--- src/hw/rtl/vsd_pkg.sv ---
// Shared types and constants for the vehicle switch debouncer.
`timescale 1ns / 1ps

package vsd_pkg;

	localparam int NUM_CH = 5;

	typedef logic [2:0] ch_t;

	localparam ch_t CH_LEFT   = 3'd0;
	localparam ch_t CH_RIGHT  = 3'd1;
	localparam ch_t CH_PARKED = 3'd2;
	localparam ch_t CH_AIRBAG = 3'd3;
	localparam ch_t CH_HORN   = 3'd4;

	localparam logic [15:0] DEBOUNCE_RESET = 16'd50;

	// One edge event.
	typedef struct packed {
		ch_t         channel;
		logic        level_active;
		logic [31:0] now_ms;
	} item_t;

	// One result: event outcome plus all switch states (bit i = channel i).
	typedef struct packed {
		logic              event_valid;
		ch_t               event_channel;
		logic              event_state;
		logic [NUM_CH-1:0] sw;
	} res_t;

endpackage

--- src/hw/rtl/vsd_core.sv ---
// Debounce decision logic with switch state, timestamps and debounce register.
`timescale 1ns / 1ps

module vsd_core (
	input  logic          clk,
	input  logic          arst_n,
	input  logic          cfg_we,
	input  logic [15:0]   cfg_wdata,
	input  logic          step,
	input  vsd_pkg::item_t item,
	output vsd_pkg::res_t  res
);
	import vsd_pkg::*;

	logic [15:0]       debounce_q;
	logic [NUM_CH-1:0] sw_q;
	logic [NUM_CH-1:0] ever_q;
	logic [31:0]       last_q [NUM_CH];

	logic [NUM_CH-1:0] sw_next;
	logic [31:0]       last_sel;
	logic [31:0]       elapsed;
	logic              too_soon;
	logic              acc;
	logic              new_state;
	logic              cur;
	logic              blocked;
	logic              valid_ch;

	assign valid_ch = (item.channel == CH_LEFT) || (item.channel == CH_RIGHT) ||
		(item.channel == CH_PARKED) || (item.channel == CH_AIRBAG) ||
		(item.channel == CH_HORN);

	assign last_sel = valid_ch ? last_q[item.channel] : '0;
	// Modulo 2^32 difference handles tick wraparound.
	assign elapsed  = item.now_ms - last_sel;
	assign too_soon = elapsed < {16'd0, debounce_q};
	assign cur      = valid_ch ? sw_q[item.channel] : 1'b0;
	assign blocked  = item.level_active && valid_ch && ever_q[item.channel] && too_soon;

	always_comb begin
		sw_next   = sw_q;
		acc       = 1'b0;
		new_state = 1'b0;
		case (item.channel)
			CH_LEFT, CH_RIGHT, CH_HORN: begin
				if ((cur != item.level_active) && !blocked) begin
					acc       = 1'b1;
					new_state = item.level_active;
					sw_next[item.channel] = item.level_active;
					// turn signals are mutually exclusive
					if (item.level_active && (item.channel == CH_LEFT)) begin
						sw_next[CH_RIGHT] = 1'b0;
					end else if (item.level_active && (item.channel == CH_RIGHT)) begin
						sw_next[CH_LEFT] = 1'b0;
					end
				end
			end
			CH_PARKED, CH_AIRBAG: begin
				if (!too_soon) begin
					acc       = 1'b1;
					new_state = ~cur;
					sw_next[item.channel] = ~cur;
				end
			end
			default: begin
				acc = 1'b0;
			end
		endcase
	end

	always_comb begin
		res.event_valid   = acc;
		res.event_channel = acc ? item.channel : CH_LEFT;
		res.event_state   = acc & new_state;
		res.sw            = sw_next;
	end

	always_ff @(posedge clk or negedge arst_n) begin
		if (!arst_n) begin
			debounce_q <= DEBOUNCE_RESET;
		end else if (cfg_we) begin
			debounce_q <= cfg_wdata;
		end
	end

	always_ff @(posedge clk or negedge arst_n) begin
		if (!arst_n) begin
			sw_q   <= '0;
			ever_q <= '0;
			for (int i = 0; i < NUM_CH; i++) begin
				last_q[i] <= '0;
			end
		end else if (step) begin
			sw_q <= sw_next;
			if (acc) begin
				ever_q[item.channel] <= 1'b1;
				last_q[item.channel] <= item.now_ms;
			end
		end
	end

	a_turn_excl: assert property (@(posedge clk) disable iff (!arst_n)
		!(sw_q[CH_LEFT] && sw_q[CH_RIGHT]))
		else $error("left and right signals both on");

	a_state_follows: assert property (@(posedge clk) disable iff (!arst_n)
		step && acc |=> sw_q[$past(item.channel)] == $past(new_state))
		else $error("accepted event did not update switch state");

	a_reject_keeps: assert property (@(posedge clk) disable iff (!arst_n)
		step && !acc |=> $stable(sw_q) && $stable(ever_q))
		else $error("rejected event changed state");

endmodule

--- src/hw/rtl/vehicle_switch_debouncer_unit.sv ---
// Top level of the vehicle switch debouncer: input stage, decision core, result register.
`timescale 1ns / 1ps

// Vehicle switch debouncer.
// Input channel (in_valid/in_ready): one edge event per transaction, carrying
// channel (0 left, 1 right, 2 parked, 3 airbag, 4 horn), level_active and a
// wrapping millisecond timestamp now_ms.
// Output channel (out_valid/out_ready): exactly one result per input
// transaction, in order: event_valid/event_channel/event_state for the event
// outcome and the five switch states after the event.
// Config channel (cfg_valid/cfg_ready): writes debounce_time (ms) from
// cfg_data; always ready. Write only while no event is in flight.
// An accepted event sits in the input stage, is decided by the core and
// is registered in the result register, from which its result is offered.
// Throughput: one event per cycle unless the output stalls. The decision
// (one 32-bit subtract, one compare, a five-bit state update) runs
// combinationally between the input stage and the result register, and
// state written at one edge is seen by the event behind it.
// Stall: while out_ready is low the result holds, the input stage fills,
// and in_ready drops only once both are full.
// Reset: all switches off, timestamps zero, debounce_time 50 ms.
module vehicle_switch_debouncer_unit (
	input  logic                clk,
	input  logic                arst_n,
	input  logic                in_valid,
	output logic                in_ready,
	input  vsd_pkg::ch_t        channel,
	input  logic                level_active,
	input  logic [31:0]         now_ms,
	output logic                out_valid,
	input  logic                out_ready,
	output logic                event_valid,
	output vsd_pkg::ch_t        event_channel,
	output logic                event_state,
	output logic                left_on,
	output logic                right_on,
	output logic                parked_on,
	output logic                airbag_on,
	output logic                horn_on,
	input  logic                cfg_valid,
	output logic                cfg_ready,
	input  logic [15:0]         cfg_data
);
	import vsd_pkg::*;

	logic  valid_s1;
	item_t item_s1;
	logic  valid_s2;
	res_t  res_s2;
	res_t  res;
	logic  advance;
	logic  step;

	assign advance  = !valid_s2 || out_ready;
	assign in_ready = !valid_s1 || advance;
	assign step     = valid_s1 && advance;
	assign cfg_ready = 1'b1;

	always_ff @(posedge clk or negedge arst_n) begin
		if (!arst_n) begin
			valid_s1 <= 1'b0;
		end else if (in_ready) begin
			valid_s1 <= in_valid;
		end
	end

	always_ff @(posedge clk) begin
		if (in_valid && in_ready) begin
			item_s1.channel      <= channel;
			item_s1.level_active <= level_active;
			item_s1.now_ms       <= now_ms;
		end
	end

	vsd_core u_core (
		.clk      (clk),
		.arst_n   (arst_n),
		.cfg_we   (cfg_valid && cfg_ready),
		.cfg_wdata(cfg_data),
		.step     (step),
		.item     (item_s1),
		.res      (res)
	);

	always_ff @(posedge clk or negedge arst_n) begin
		if (!arst_n) begin
			valid_s2 <= 1'b0;
		end else if (advance) begin
			valid_s2 <= valid_s1;
		end
	end

	always_ff @(posedge clk) begin
		if (step) begin
			res_s2 <= res;
		end
	end

	assign out_valid     = valid_s2;
	assign event_valid   = res_s2.event_valid;
	assign event_channel = res_s2.event_channel;
	assign event_state   = res_s2.event_state;
	assign left_on       = res_s2.sw[CH_LEFT];
	assign right_on      = res_s2.sw[CH_RIGHT];
	assign parked_on     = res_s2.sw[CH_PARKED];
	assign airbag_on     = res_s2.sw[CH_AIRBAG];
	assign horn_on       = res_s2.sw[CH_HORN];

	a_ready_full: assert property (@(posedge clk) disable iff (!arst_n)
		!in_ready |-> valid_s1 && valid_s2)
		else $error("input stalled with a free stage");

	a_step_moves: assert property (@(posedge clk) disable iff (!arst_n)
		step |=> valid_s2)
		else $error("decided event lost before result register");

	a_reject_zero: assert property (@(posedge clk) disable iff (!arst_n)
		valid_s2 && !res_s2.event_valid |-> res_s2.event_channel == CH_LEFT &&
			!res_s2.event_state)
		else $error("rejected event carries channel or state");

endmodule
--- config.mk ---
export PLATFORM = sky130hd
export DESIGN_NAME = vehicle_switch_debouncer_unit
export DESIGN_NICKNAME = d
export VERILOG_FILES = /design/src/hw/rtl/vsd_pkg.sv /design/src/hw/rtl/vsd_core.sv /design/src/hw/rtl/vehicle_switch_debouncer_unit.sv
export SDC_FILE = /design/constraint.sdc
export NUM_CORES = 1
export LEC_CHECK = 0
export BUFFER_PORTS_ARGS = -buffer_cell sky130_fd_sc_hd__buf_2
export CORE_AREA = 2 2 161 163
export DETAILED_ROUTE_END_ITERATION = 8
export DIE_AREA = 0 0 163 165
export PLACE_DENSITY = 0.67
export SYNTH_ARGS = -nofsm -noshare
export SYNTH_HDL_FRONTEND = slang
export SYNTH_HIERARCHICAL = 1
export SYNTH_SLANG_ARGS = --single-unit
--- constraint.sdc ---
create_clock -name clk -period 6.6 [get_ports clk]
set_input_delay 1.32 -clock clk [delete_from_list [all_inputs] [get_ports clk]]
set_output_delay 1.32 -clock clk [all_outputs]
set_load 0.02 [all_outputs]
==> results of run 1 <==
-- cell usage in the layout (no fill, tap or decap), drive strengths merged, types with 3 or more instances in the layout --
cell type	count
o31a	3
nand2b	12
a211oi	17
o211ai	6
xnor2	18
mux2	162
dfrtp	185
o21ai	58
mux4	11
nor2	60
buf	91
nand4	14
nor2b	18
a21boi	4
nor4	5
o21a	16
mux2i	36
a31oi	7
xor2	17
o21bai	4
edfxtp	46
and2	4
o22a	12
clkbuf	42
inv	24
nand3	8
ha	48
nor3	13
or2	6
dfstp	3
a21o	4
nand2	67
a21oi	82
clkinv	3
-- metrics by stage --
step / area, sq um / setup WS (ps) / utilization (%) / instances / hold WS, ps
after floorplan: 12400 / 545 / - / 1045 / 429
after global placement: 13100 / 800 / 52.2 / 1411 / 446
after detailed placement: 13100 / 635 / 52.2 / 1411 / 457
after CTS: 13900 / 590 / 55.7 / 1458 / 479
after global routing: 13900 / 315 / 55.7 / 1458 / 490
final: 13900 / 674 / 55.7 / 1458 / 474
-- worst max-delay path, stage by stage, from the launching register on --
cell and delay [ps]:
edfxtp_1 480, nand2b_1 640, o22ai_1 210, ha_1 250, fa_1 410, nand2b_1 180, a21oi_1 230, nor2_1 100
xnor2_1 300, ha_1 300, nand2_1 80, nor4_1 50, a2111oi_0 520, buf_4 220, nor3_1 50, nor4_1 260
nand4_1 170, nor4_4 220, buf_4 260, a21oi_4 250, buf_12 300, mux2_4 300
-- state kept, by name (all words and copies together), names as in the netlist --
register           count
u_core/last_q        160
item_s1               36
u_core/debounce_q     16
u_core/ever_q          5
u_core/sw_q            5
event_channel          3
airbag_on              1
event_state            1
event_valid            1
horn_on                1
left_on                1
out_valid              1
parked_on              1
right_on               1
valid_s1               1
-- area by class of cell --
class                      instances  area share (%)
timing repair buffer              92            4.16
clock buffer                      41            5.58
multi-input combinational        732            42.4
tap                              330            2.96
sequential                       234            43.7
clock inverter                     6           0.592
inverter                          23           0.619
-- layer usage --
| metal | GRT usage [%] | routed length (microns) | up-vias |
|---|---|---|---|
| met1 | 30.6 | 13200 | 4121 |
| met4 | 5.51 | 578 | 0 |
| li1 | - | - | 3938 |
| met5 | 0 | 0 | - |
| met2 | 36.4 | 13300 | 190 |
| met3 | 2.76 | 1270 | 45 |
-- Yosys cell counts (3+ instances only) --
master,number
a211oi_1,17
a21boi_0,3
a21o_1,4
a21oi_1,78
a21oi_2,3
a31oi_1,7
and2_1,3
buf_1,8
buf_2,10
buf_4,8
buf_6,4
clkbuf_1,26
dfrtp_1,185
dfstp_2,3
edfxtp_1,46
ha_1,48
inv_1,23
mux2_2,131
mux2_4,29
mux2i_1,36
mux4_2,11
nand2_1,67
nand2b_1,12
nand3_1,8
nand4_1,14
nor2_1,60
nor2b_1,18
nor3_1,13
nor4_1,4
o211ai_1,6
o21a_1,16
o21ai_0,55
o21bai_1,4
o22a_1,12
o31a_1,3
or2_2,5
xnor2_1,18
xor2_1,17
-- where the power goes --
| part | internal [W] | switching [W] | leakage (nW) |
|---|---|---|---|
| Clock | 0.000883 | 0.000567 | 0.421 |
| Sequential | 0.00180 | 0.000180 | 2.82 |
| Combinational | 0.000612 | 0.000614 | 2.81 |
| Total | 0.00330 | 0.00136 | 6.05 |
-- cells by family (layout without fill, tap and decap cells) --
family | Yosys count | after routing | share of synthesized area (%)
buf+inv | 79 | 162 | 2.99
simple gates | 214 | 214 | 8.41
fa+ha+maj | 49 | 49 | 5.02
flops | 234 | 234 | 49.3
other cells | 1 | 1 | 0.0304
compound gates | 224 | 224 | 11.2
mux | 209 | 209 | 20.6
xor+xnor | 35 | 35 | 2.48
-- worst paths after layout --
check,from,to,slack (ps),depth (start not counted)
worst min-delay path,u_core/ever_q[2],u_core/ever_q[2],470,1
worst min register to register,u_core/ever_q[2],u_core/ever_q[2],470,1
max in group asynchronous,arst_n,u_core/last_q[29],4590,2
worst max-delay path,item_s1[34],u_core/last_q[137],670,21
min in group asynchronous,arst_n,u_core/last_q[36],820,1
worst max register to register,item_s1[34],u_core/last_q[137],670,21
==> flow_metrics.env, run 1 <==
export IMPL_antenna_found_initial=0
export IMPL_start_kind="flip-flop"
export IMPL_skew_ps=14.0
export IMPL_finalHoldViolCount=0
export IMPL_area_growth_pct=12.8
export IMPL_clock_path_buffers=3
export IMPL_required_ps=7010
export IMPL_relSlewSlack_pct=37.9
export IMPL_hp_class="flip-flop to flip-flop"
export IMPL_core_sq_um=25000
export IMPL_dr_pass1_iters=4
export IMPL_drive_above_1_share_pct=28.3
export IMPL_powerDensity_nw_per_um2=334
export IMPL_ys_async_sr_fraction_pct=80.3
export IMPL_path_class="flip-flop to flip-flop"
export IMPL_yosys_area_top_type_share_pct=37.5
export IMPL_synth_cell_type_count=63
export IMPL_arrival_ps=6330
export IMPL_drv_cap=0
export IMPL_yosysTopAreaCell="dfrtp_1"
export IMPL_start_util_pct=49.4
export IMPL_diodes=0
export IMPL_grt_usage_pct=21.9
export IMPL_timing_final_crit_share_pct=89.8
export IMPL_grt_pass1_wl_microns=46400
export IMPL_synthTopCellsByArea="dfrtp_1, mux2_2, edfxtp_1"
export IMPL_dieArea_sq_um=26900
export IMPL_die_x_microns=163
export IMPL_yosys_register_bits=234
export IMPL_p_leak_nw=6.05
export IMPL_synth_area_sq_um=12400
export IMPL_tightest_slew_ps=929
export IMPL_first_global_vias=8627
export IMPL_synth_flop_cell="dfrtp_1"
export IMPL_post_drt_wl_per_cell_microns=19.4
export IMPL_cp_max_fo=18
export IMPL_wl_microns=28300
export IMPL_numClockSinks=234
export IMPL_synth_edff_count=46
export IMPL_gr_total_overflow=0
export IMPL_netlist_instances=1045
export IMPL_fin_nets=1215
export IMPL_max_freq_mhz=169
export IMPL_power_w=0.00466
export IMPL_cts_hold_buf=0
export IMPL_drt_iter0_markers=449
export IMPL_cts_root_buffer="clkbuf_16"
export IMPL_yosysWarnings=6
export IMPL_multi_input_area_sq_um=5910
export IMPL_vias=8294
export IMPL_grt_max_degree=77
export IMPL_synth_seq_area_share_pct=49.3
export IMPL_ant_nets=0
export IMPL_period_needed_ps=5930
export IMPL_post_cts_buffers=0
export IMPL_vias_per_cell=5.69
export IMPL_syn_nets=1151
export IMPL_globalplace_congestion=0.961
export IMPL_cts_buffers=26
export IMPL_status="finished, final reports clean"
export IMPL_slew_viol_final=0
export IMPL_rows=58
export IMPL_insertion_delay_ps=530
export IMPL_cts_tree="done"
export IMPL_hpwl_microns=19400
export IMPL_rsz0062_at_grt="false"
export IMPL_die_h_microns=165
export IMPL_drc=0
export IMPL_endpoint_kind="flip-flop"
export IMPL_tns_ps=0
export IMPL_ios=70
export IMPL_cts_resized=0
export IMPL_htree_levels=1
export IMPL_port_buffers=68
export IMPL_setup_viol=0
export IMPL_irDropWorstVdd_uv=198
export IMPL_clkTransAtPathRegs_ps=60
export IMPL_ff_latch_area_sq_um=6090
export IMPL_syn_area_per_cell_sq_um=11.8
export IMPL_nFillCells=2124
Power figures use the tool's default switching activity.
==> run 2, diff against run 1 <==
--- a/config.mk
+++ b/config.mk
@@ -7,9 +7,11 @@
 export LEC_CHECK = 0
 export BUFFER_PORTS_ARGS = -buffer_cell sky130_fd_sc_hd__buf_2
 export CORE_AREA = 2 2 161 163
+export CTS_CLUSTER_DIAMETER = 150
 export DETAILED_ROUTE_END_ITERATION = 8
 export DIE_AREA = 0 0 163 165
 export PLACE_DENSITY = 0.67
+export SETUP_SLACK_MARGIN = 0.2
 export SYNTH_ARGS = -nofsm -noshare
 export SYNTH_HDL_FRONTEND = slang
 export SYNTH_HIERARCHICAL = 1
==> constraint.sdc (replaced) <==
create_clock -name clk -period 6.6 [get_ports clk]
set_input_delay 1.98 -clock clk [delete_from_list [all_inputs] [get_ports clk]]
set_output_delay 1.98 -clock clk [all_outputs]
set_load 0.02 [all_outputs]
==> run 2 against run 1 <==
Cell area hardly changed. Register-to-register slack lost 60 ps. Sequential share of layout area barely moved. Die area is the same. Clock power hardly changed. Wire length down 3.3%. Combinational power barely moved. Utilization barely moved. Clock skew shrank 4.9 ps. Final cell count rose by 0.21%. Largest power group unchanged. Highest routed layer unchanged.
==> flow_metrics.env, run 2 (same netlist as run 1, synthesis figures left out) <==
export IMPL_status="finished, final reports clean"
export IMPL_cts_root_buffer="clkbuf_16"
export IMPL_endpoint="u_core/last_q[81]"
export IMPL_start_kind="flip-flop"
export IMPL_ff_latch_area_sq_um=6090
export IMPL_path_class="flip-flop to flip-flop"
export IMPL_grt_pass1_wl_microns=44800
export IMPL_max_freq_mhz=167
export IMPL_crit_reg2reg_launch="item_s1[34]"
export IMPL_r2r_setup_slack_ps=610
export IMPL_finalHoldViolCount=0
export IMPL_multi_input_area_sq_um=5920
export IMPL_dieArea_sq_um=26900
export IMPL_period_needed_ps=5990
export IMPL_p_leak_nw=6.05
export IMPL_route_met3_wl_microns=1050
export IMPL_nFillCells=2139
export IMPL_wl_met1_microns=13300
export IMPL_cts_tree="done"
export IMPL_dr_pass1_iters=4
export IMPL_top_regs="u_core/last_q x160, item_s1 x36, u_core/debounce_q x16"
export IMPL_utilization_pct=55.7
export IMPL_vias=8210
export IMPL_drive_above_1_share_pct=28.5
export IMPL_drc=0
export IMPL_start_util_pct=49.4
export IMPL_r2r_worst_path_cells=23
export IMPL_skew_ps=9.16
export IMPL_top_layer_used="met4"
export IMPL_tns_ps=0
export IMPL_globalplace_congestion=0.979
export IMPL_final_cell_mix="dfrtp_1, mux2_2, a21oi_1, buf_2, nand2_1"
export IMPL_vias_per_cell=5.62
export IMPL_arrival_ps=6400
export IMPL_die_x_microns=163
export IMPL_required_ps=7010
export IMPL_wl_met2_microns=12500
export IMPL_numClockSinks=234
export IMPL_drv_cap=0
export IMPL_clkTransAtPathRegs_ps=60
export IMPL_final_common_cell="dfrtp_1"
export IMPL_fin_nets=1217
export IMPL_htree_levels=1
export IMPL_grt_max_degree=99
export IMPL_tightest_slew_ps=767
export IMPL_powerDensity_nw_per_um2=332
export IMPL_hpwl_microns=18800
export IMPL_die_h_microns=165
export IMPL_gr_total_overflow=0
export IMPL_ant_nets=0
export IMPL_clock_path_buffers=3
export IMPL_crit_buf_inv=3
export IMPL_hp_class="flip-flop to flip-flop"
export IMPL_rsz0062_at_grt="false"
export IMPL_wl_microns=27400
export IMPL_rows=58
export IMPL_drt_iter0_markers=461
export IMPL_cts_hold_buf=0
export IMPL_cp_max_fo=19
export IMPL_diodes=0
export IMPL_ios=70
export IMPL_port_buffers=68
export IMPL_crit_path_start="item_s1[34]"
export IMPL_core_sq_um=25000
export IMPL_largest_reg_flops=160
export IMPL_r2r_end="u_core/last_q[81]"
export IMPL_relSlewSlack_pct=48.9
export IMPL_post_drt_wl_per_cell_microns=18.8
export IMPL_critPathMaxStageDelay_ps=530
export IMPL_area_growth_pct=12.9
export IMPL_endpoint_kind="flip-flop"
export IMPL_cpMostUsedCell="buf_4"
export IMPL_cts_buffers=27
export IMPL_crit_family="simple AND/OR/NAND/NOR gates"
export IMPL_regMostFlops="u_core/last_q"
export IMPL_first_global_vias=8424
export IMPL_irDropWorstVdd_uv=201
export IMPL_insertion_delay_ps=530
export IMPL_slew_viol_final=0
export IMPL_grt_usage_pct=21.0
export IMPL_cp_slowest_cell="edfxtp_1"
export IMPL_crit_cells=23
export IMPL_hp_start="u_core/ever_q[0]"
export IMPL_antenna_found_initial=0
export IMPL_setup_viol=0
export IMPL_timing_final_crit_share_pct=90.8
export IMPL_crit_chain="buf_4 > nand2b_1 > o22ai_1 > ha_1 > fa_1 > nand2b_1 > a21oi_1 > o21bai_1 > a21oi_1 > nor2b_1 > xnor2_1 > ha_1 > a211oi_1 > nor2_1 > nor4_1 > o21ai_0 > nor4_1 > nand4_1 > nor4_4 > buf_4 > or4b_1 > buf_4 > mux2_2"
==> run 2: what timing repair did <==
item	4_1_cts	5_1_grt
endpoints found under the hold margin	0	0
setup endpoints to repair	0	151
resized for setup	0	3
buffers inserted	0	0
==> run 2: area by class of cell <==
class                   instances  area share [%]
multi-input cells             732            42.4
clock inverters                 5           0.404
inverters                      23           0.619
well taps                     330            2.96
flip-flops and latches        234            43.7
repair buffers                 93            4.21
clock buffers                  44            5.74
==> run 2: layer usage <==
| metal | vias up | GRT usage (%) |
|---|---|---|
| met2 | 156 | 34.1 |
| met5 | - | 0 |
| met3 | 45 | 2.71 |
| li1 | 3926 | - |
| met1 | 4083 | 30.0 |
| met4 | 0 | 5.31 |
==> run 2: worst register-to-register path: stages, from the launching register on <==
cell and delay [ps]:
edfxtp_1 530, buf_4 270, nand2b_1 430, o22ai_1 170
ha_1 250, fa_1 410, nand2b_1 180, a21oi_1 270
o21bai_1 150, a21oi_1 260, nor2b_1 140, xnor2_1 160
ha_1 200, a211oi_1 210, nor2_1 80, nor4_1 230
o21ai_0 130, nor4_1 270, nand4_1 180, nor4_4 220
buf_4 260, or4b_1 180, buf_4 290, mux2_2 400
==> run 2: worst min-delay path by stage <==
stage                        to  slack, ps  depth (start not counted)
2_1_floorplan  u_core/ever_q[0]        430                          1
3_3_place_gp   u_core/ever_q[0]        450                          1
3_5_place_dp   u_core/ever_q[0]        450                          1
4_1_cts        u_core/ever_q[0]        470                          1
5_1_grt        u_core/ever_q[4]        490                          1
6_report       u_core/ever_q[0]        470                          1
==> run 2: power by group <==
part | internal, W | total [W] | switching, W
registers | 0.00180 | 0.00198 | 0.000178
clock network | 0.000863 | 0.00143 | 0.000566
logic | 0.000618 | 0.00122 | 0.000607
total | 0.00328 | 0.00464 | 0.00135
==> run 2: through the flow <==
| stage | total power [W] | hold slack (ps) | setup WS [ps] | area, sq um | cells |
|---|---|---|---|---|---|
| 2_1_floorplan | 0.00289 | 429 | 545 | 12400 | 1045 |
| 3_3_place_gp | 0.00318 | 449 | 530 | 13100 | 1412 |
| 3_5_place_dp | 0.00322 | 448 | 479 | 13100 | 1412 |
| 4_1_cts | 0.00467 | 466 | 434 | 13900 | 1461 |
| 5_1_grt | 0.00492 | 486 | 204 | 14000 | 1461 |
| 6_report | 0.00464 | 466 | 610 | 14000 | 1461 |
